<file path="config.mk">
export PLATFORM = sky130hd
export DESIGN_NAME = leb128_bounded_decoder
export DESIGN_NICKNAME = d
export VERILOG_FILES = /design/src/rtl/leb_pkg.sv /design/src/rtl/leb_step.sv /design/src/rtl/leb_out_stage.sv /design/src/rtl/leb128_bounded_decoder.sv
export SDC_FILE = /design/constraint.sdc
export NUM_CORES = 1
export LEC_CHECK = 0
export ABC_AREA = 1
export BUFFER_PORTS_ARGS = -buffer_cell sky130_fd_sc_hd__buf_4
export CORE_AREA = 5 5 135 137
export CTS_CLUSTER_SIZE = 8
export DETAILED_ROUTE_END_ITERATION = 8
export DIE_AREA = 0 0 140 142
export GPL_TIMING_DRIVEN = 0
export HOLD_SLACK_MARGIN = 0.06
export PLACE_DENSITY = 0.87
export SETUP_SLACK_MARGIN = 0.3
export SYNTH_ARGS = -nofsm -noshare
export SYNTH_HDL_FRONTEND = slang
export SYNTH_SLANG_ARGS = --single-unit
</file>
<file path="constraint.sdc">
create_clock -name clk_i -period 5.95 [get_ports clk_i]
set_input_delay 0 -clock clk_i [delete_from_list [all_inputs] [get_ports clk_i]]
set_output_delay 0 -clock clk_i [all_outputs]
set_load 0.02 [all_outputs]
</file>
<file path="src/rtl/leb_pkg.sv">
// Types, constants and helpers for the bounded LEB128 decoder.
// No dependencies.
package leb_pkg;

  localparam logic [7:0] ContBit   = 8'h80;
  localparam logic [6:0] GroupMask = 7'h7F;
  localparam logic [6:0] SignBit   = 7'h40;
  localparam logic [6:0] MaxWidth  = 7'd64;

  typedef enum logic [1:0] {
    ST_OK    = 2'd0,
    ST_END   = 2'd1,
    ST_LONG  = 2'd2,
    ST_LARGE = 2'd3
  } leb_status_e;

  typedef struct packed {
    logic [63:0] acc;
    logic [3:0]  idx;
    logic [6:0]  width;
    logic        sgn;
  } leb_state_t;

  typedef struct packed {
    logic [63:0] value;
    leb_status_e status;
    logic [3:0]  bytes_used;
  } leb_result_t;

  // Width 0 decodes as 1, widths above 64 as 64.
  function automatic logic [6:0] clamp_width(logic [6:0] w);
    logic [6:0] r;
    if (w == 7'd0) begin
      r = 7'd1;
    end else if (w > MaxWidth) begin
      r = MaxWidth;
    end else begin
      r = w;
    end
    return r;
  endfunction

endpackage

</file>
<file path="src/rtl/leb_step.sv">
// One-byte decode step: next accumulator state and optional result.
// Depends on leb_pkg.
module leb_step import leb_pkg::*; (
  input  logic [7:0]  data_byte_i,
  input  logic [6:0]  value_bits_i,
  input  logic        is_signed_i,
  input  logic        buffer_end_i,
  input  leb_state_t  state_i,
  output leb_state_t  state_o,
  output logic        res_valid_o,
  output leb_result_t res_o
);

  logic        first;
  logic [6:0]  width;
  logic        sgn;
  logic [63:0] acc_base;
  logic [6:0]  shift;
  logic [6:0]  pay;
  logic        cont;
  logic        last;
  logic [6:0]  rem7;
  logic [2:0]  rem;
  logic [6:0]  hi_mask;
  logic [6:0]  sx_mask;
  logic [6:0]  sx_bits;
  logic        too_large;
  logic [63:0] acc_new;
  logic [63:0] val_ext;
  logic [5:0]  nshift;
  logic [3:0]  used;

  assign first    = (state_i.idx == 4'd0);
  assign width    = first ? clamp_width(value_bits_i) : state_i.width;
  assign sgn      = first ? is_signed_i : state_i.sgn;
  assign acc_base = first ? 64'd0 : state_i.acc;
  assign pay      = data_byte_i[6:0] & GroupMask;
  assign cont     = (data_byte_i & ContBit) != 8'd0;
  assign used     = state_i.idx + 4'd1;

  // shift = 7 * idx
  assign shift = {state_i.idx, 3'b000} - {3'b000, state_i.idx};
  // final permitted byte once shift + 7 covers the width
  assign last  = ({1'b0, shift} + 8'd7) >= {1'b0, width};
  assign rem7  = width - shift;
  assign rem   = rem7[2:0];

  assign hi_mask = GroupMask << rem;
  assign sx_mask = GroupMask << (rem - 3'd1);
  assign sx_bits = pay & sx_mask;

  always_comb begin
    too_large = 1'b0;
    if (rem != 3'd7) begin
      if (sgn) begin
        // bits from N-1 upward must all match the sign
        too_large = (sx_bits != 7'd0) && (sx_bits != sx_mask);
      end else begin
        too_large = (pay & hi_mask) != 7'd0;
      end
    end
  end

  assign acc_new = shift[6] ? acc_base : (acc_base | ({57'd0, pay} << shift[5:0]));
  assign nshift  = shift[5:0] + 6'd7;

  always_comb begin
    val_ext = acc_new;
    if (sgn && (state_i.idx < 4'd9) && ((pay & SignBit) != 7'd0)) begin
      val_ext = acc_new | ({64{1'b1}} << nshift);
    end
  end

  always_comb begin
    state_o          = state_i;
    state_o.width    = width;
    state_o.sgn      = sgn;
    res_valid_o      = 1'b1;
    res_o.value      = 64'd0;
    res_o.status     = ST_OK;
    res_o.bytes_used = used;
    if (last && cont) begin
      res_o.status = ST_LONG;
    end else if (last && too_large) begin
      res_o.status = ST_LARGE;
    end else if (!cont) begin
      res_o.value = val_ext;
    end else if (buffer_end_i) begin
      res_o.status = ST_END;
    end else begin
      res_valid_o = 1'b0;
    end
    if (res_valid_o) begin
      state_o.acc = 64'd0;
      state_o.idx = 4'd0;
    end else begin
      state_o.acc = acc_new;
      state_o.idx = used;
    end
  end

endmodule

</file>
<file path="src/rtl/leb_out_stage.sv">
// Result register with stream handshake toward the consumer.
// Depends on leb_pkg.
module leb_out_stage import leb_pkg::*; (
  input  logic        clk_i,
  input  logic        rst_ni,
  input  logic        load_i,
  input  leb_result_t res_i,
  output logic        free_o,
  output logic        m_axis_tvalid_o,
  input  logic        m_axis_tready_i,
  output logic [71:0] m_axis_tdata_o,  // [63:0] value, [67:64] bytes_used, rest zero
  output logic [1:0]  m_axis_tuser_o   // [1:0] status
);

  logic        valid_q, valid_d;
  leb_result_t res_q;

  assign free_o  = !valid_q || m_axis_tready_i;
  assign valid_d = load_i ? 1'b1 : (m_axis_tready_i ? 1'b0 : valid_q);

  always_ff @(posedge clk_i or negedge rst_ni) begin
    if (!rst_ni) begin
      valid_q <= 1'b0;
    end else begin
      valid_q <= valid_d;
    end
  end

  always_ff @(posedge clk_i) begin
    if (load_i) begin
      res_q <= res_i;
    end
  end

  assign m_axis_tvalid_o = valid_q;
  assign m_axis_tdata_o  = {4'd0, res_q.bytes_used, res_q.value};
  assign m_axis_tuser_o  = res_q.status;

endmodule

</file>
<file path="src/rtl/leb128_bounded_decoder.sv">
// Bounded LEB128 decoder: takes one encoded byte per transfer and returns one result
// per value (ok, unexpected end, too long or too large) with its byte count. A byte
// is captured in the input register and then decoded into the result register; one
// byte is taken every cycle as long as the result register drains, and only consumer
// back-pressure on the result register slows the input.
// Depends on leb_pkg, leb_step and leb_out_stage.
module leb128_bounded_decoder import leb_pkg::*; (
  input  logic        clk_i,
  input  logic        rst_ni,
  input  logic        s_axis_tvalid_i,
  output logic        s_axis_tready_o,
  input  logic [7:0]  s_axis_tdata_i,   // [7:0] data_byte
  input  logic [7:0]  s_axis_tuser_i,   // [6:0] value_bits, [7] is_signed
  input  logic        s_axis_tlast_i,   // buffer_end
  output logic        m_axis_tvalid_o,
  input  logic        m_axis_tready_i,
  output logic [71:0] m_axis_tdata_o,   // [63:0] value, [67:64] bytes_used, rest zero
  output logic [1:0]  m_axis_tuser_o    // [1:0] status
);

  logic        s1_valid_q, s1_valid_d;
  logic [7:0]  s1_byte_q;
  logic [6:0]  s1_bits_q;
  logic        s1_sgn_q;
  logic        s1_end_q;
  leb_state_t  state_q, state_d;
  leb_result_t step_res;
  logic        step_res_valid;
  logic        out_free;
  logic        proc;
  logic        accept;

  assign proc            = s1_valid_q && out_free;
  assign s_axis_tready_o = !s1_valid_q || proc;
  assign accept          = s_axis_tvalid_i && s_axis_tready_o;
  assign s1_valid_d      = accept ? 1'b1 : (proc ? 1'b0 : s1_valid_q);

  always_ff @(posedge clk_i or negedge rst_ni) begin
    if (!rst_ni) begin
      s1_valid_q <= 1'b0;
      state_q    <= '0;
    end else begin
      s1_valid_q <= s1_valid_d;
      if (proc) begin
        state_q <= state_d;
      end
    end
  end

  always_ff @(posedge clk_i) begin
    if (accept) begin
      s1_byte_q <= s_axis_tdata_i;
      s1_bits_q <= s_axis_tuser_i[6:0];
      s1_sgn_q  <= s_axis_tuser_i[7];
      s1_end_q  <= s_axis_tlast_i;
    end
  end

  leb_step u_step (
    .data_byte_i  (s1_byte_q),
    .value_bits_i (s1_bits_q),
    .is_signed_i  (s1_sgn_q),
    .buffer_end_i (s1_end_q),
    .state_i      (state_q),
    .state_o      (state_d),
    .res_valid_o  (step_res_valid),
    .res_o        (step_res)
  );

  leb_out_stage u_out (
    .clk_i           (clk_i),
    .rst_ni          (rst_ni),
    .load_i          (proc && step_res_valid),
    .res_i           (step_res),
    .free_o          (out_free),
    .m_axis_tvalid_o (m_axis_tvalid_o),
    .m_axis_tready_i (m_axis_tready_i),
    .m_axis_tdata_o  (m_axis_tdata_o),
    .m_axis_tuser_o  (m_axis_tuser_o)
  );

endmodule

</file>
==> flow_summary.json <==
{
  "vias_per_cell": 5.72,
  "nNetsFinal": 1438,
  "portBuffers": 92,
  "hold_class": "in2reg",
  "yosys_warnings": 0,
  "place_ws_ps": 300,
  "fmax_mhz": 188,
  "dieHeight_um": 142,
  "synth_cells": 1258,
  "final_cell_mix": "319 x nor2_1, 195 x nand2_1, 151 x inv_1, 104 x buf_4, 87 x edfxtp_1",
  "worst_setup_path_start_kind": "register",
  "status": "finished, final reports clean",
  "grt_start_max_net_pins": 79,
  "synth_seq_cells": 165,
  "drive_gt1_share_pct": 17.0,
  "async_reset_ff_share_pct": 47.3,
  "finalSetupTns_ps": 0,
  "h-tree-depth": 4,
  "dpl.hpwl_um": 24000,
  "yosysUniqueCellTypes": 44,
  "dp.cells": 1579,
  "core_area_um2": 16900,
  "synth_mux_area_share_pct": 0,
  "die_x_um": 140,
  "grt_pass1_vias": 8936,
  "synth_compound_area_share_pct": 14.6,
  "tritoncts": "done",
  "synth_xor_area_share_pct": 0.354,
  "path_class": "reg2reg",
  "skew_ps": 10.5,
  "maxCapViolations": 0,
  "max_slew_margin_pct": 26.2,
  "cts_root_buf": "clkbuf_16",
  "clock_latency_ps": 440,
  "clock-sinks": 165,
  "synth_top_family_by_area": "simple AND/OR/NAND/NOR gates",
  "cts.path.max_buffers": 2,
  "detail-route-antenna-nets": 0,
  "cts_made_buffers": 17,
  "layout_commonest_cell": "nor2_1",
  "dieArea_um2": 19900,
  "synth_area_um2": 9890,
  "area_growth_pct": 18.5,
  "setup_ws_ps": 636,
  "endpoint_kind": "register",
  "syn_avg_cell_area_um2": 7.86,
  "grt.overflow.total": 0,
  "finalHoldViolations": 0,
  "critPathMaxFanout": 11,
  "clkTransAtPathRegs_ps": 70,
  "final.min_clock_period_ps": 5310,
  "placementRows": 48,
  "postLayoutCellArea_um2": 11700,
  "setup_violations": 0,
  "drt-initial-drc-count": 1164,
  "avgRoutedWirePerCell_um": 20.1,
  "synthAdderAreaFrac_pct": 2.86,
  "start_util_pct": 58.4,
  "finalWirelength_um": 32900,
  "ys_dominant_reg_cell": "edfxtp_1",
  "first_pass_iters": 7,
  "place.gp.congestion": 1.02,
  "grt_usage_pct": 33.2,
  "rsz0062_at_grt": "no",
  "arrival_ps": 5500,
  "final_cell_count_no_fill": 1633,
  "antenna_found_initial": 0,
  "grt_pass1_wl_um": 50100,
  "pin_count": 97,
  "diodes": 0,
  "drv_slew": 0,
  "vias": 9346,
  "period_share_pct": 89.3,
  "seq_area_frac_synth_pct": 46.2,
  "drc": 0,
  "worstPathRequired_ps": 6140,
  "synth_simple_gate_area_share_pct": 25.8,
  "synth_edf_count": 87,
  "placed_area_um2": 10900,
  "worst_slew_pin_slew_ps": 1110
}
per-stage QoR:
step / hold WS (ps) / utilization [%]
floorplan: -296 / -
global placement: 178 / 64.2
detailed placement: 179 / 64.3
global route: 293 / 69.2
CTS: 277 / 69.1
finish: 283 / 69.2
worst paths after layout:
path | slack [ps] | endpoint | startpoint | cells past startpoint
max | 640 | u_out.m_axis_tdata_o[49]$_SDFFCE_PP0P_ | state_q[8]$_DFFE_PN0P_ | 26
min | 280 | s1_byte_q[1]$_DFFE_PP_ | s_axis_tdata_i[1] | 2
max reg2reg | 640 | u_out.m_axis_tdata_o[49]$_SDFFCE_PP0P_ | state_q[8]$_DFFE_PN0P_ | 26
min reg2reg | 490 | state_q[4]$_DFFE_PN0P_ | state_q[4]$_DFFE_PN0P_ | 2
max in group asynchronous | 4910 | state_q[42]$_DFFE_PN0P_ | rst_ni | 2
min in group asynchronous | 290 | u_out.m_axis_tvalid_o$_DFFE_PN0P_ | rst_ni | 2
per-layer routing:
metal	part of all wire (%)	wire length, um	track usage [%]	vias up
met1	39	12700	43.9	4331
met5	0	0	0	-
li1	-	-	-	4304
met4	4.7	1550	16.6	0
met3	11	3660	6.45	102
met2	45	15000	52.8	609
synth_stat cells (all sizes together), types with 2 or more instances:
master,instances,share of area (%)
a31oi,4,0.25
ha,21,2.7
nor3,7,0.35
or2,2,0.13
nor2,325,13
nand3,66,3.6
inv,166,6.3
nand2,206,8.3
dfrtp,78,20
clkbuf,23,0.87
o21a,4,0.30
nand4,6,0.44
o211ai,6,0.46
o22ai,20,1.3
o21bai,68,6.3
xor2,3,0.27
and2,2,0.13
edfxtp,87,26
a21oi,41,2.1
o21ai,72,3.7
buf,43,3.0
state kept, by name, summed over array words and instances, names as in the netlist:
| signal | cells |
|---|---|
| u_out.m_axis_tdata_o | 68 |
| s1_bits_q | 7 |
| state_q | 76 |
| s1_byte_q | 8 |
| u_out.m_axis_tvalid_o | 1 |
| s1_end_q | 1 |
| s1_sgn_q | 1 |
| s1_valid_q | 1 |
| u_out.m_axis_tuser_o | 2 |
cells by family (layout without fill, tap and decap cells):
logic type,after synthesis,after routing
and+or+nand+nor,615,615
buffers and inverters,233,380
AOI/OAI and AO/OA,218,218
DFF,165,165
adders and majority gates,22,22
xor gates and xnor gates,4,4
other,1,4
critical path, cell delays in order (launching register included):
cell and delay [ps]:
dfrtp_1 620, inv_4 170, ha_2 300, nand2_1 150, inv_2 80, clkbuf_2 300, o21ai_1 340, ha_1 210
inv_1 60, fa_1 410, xnor2_1 240, nand3_1 210, nand2_1 170, inv_1 70, ha_1 360, inv_1 90
o21ai_0 160, nor2_1 60, nand2_1 50, o21ai_0 80, nand2_1 70, nand2_1 50, nor2_1 150, nand2_2 110
nand2_4 230, buf_4 230, nor2_1 80
area by class of cell:
class                      instances  area, um^2
fill                            1361        5220
sequential                       165        4560
multi-input combinational        863        4330
timing repair buffer             115         931
inverter                         167         632
clock buffer                      17         425
buffer                            66         388
tap                              225         282
clock inverter                    15         168
repair_timing:
action / CTS / global route
endpoints found under the hold margin: 97 / 0
buffers inserted: 0 / 0
hold buffers: 22 / 0
setup endpoints to repair: 60 / 64
gates resized for setup: 2 / 6
Power is left out: the tool's default activity adds up to more than one toggle a clock period on the data nets, which glitch-free logic cannot reach.
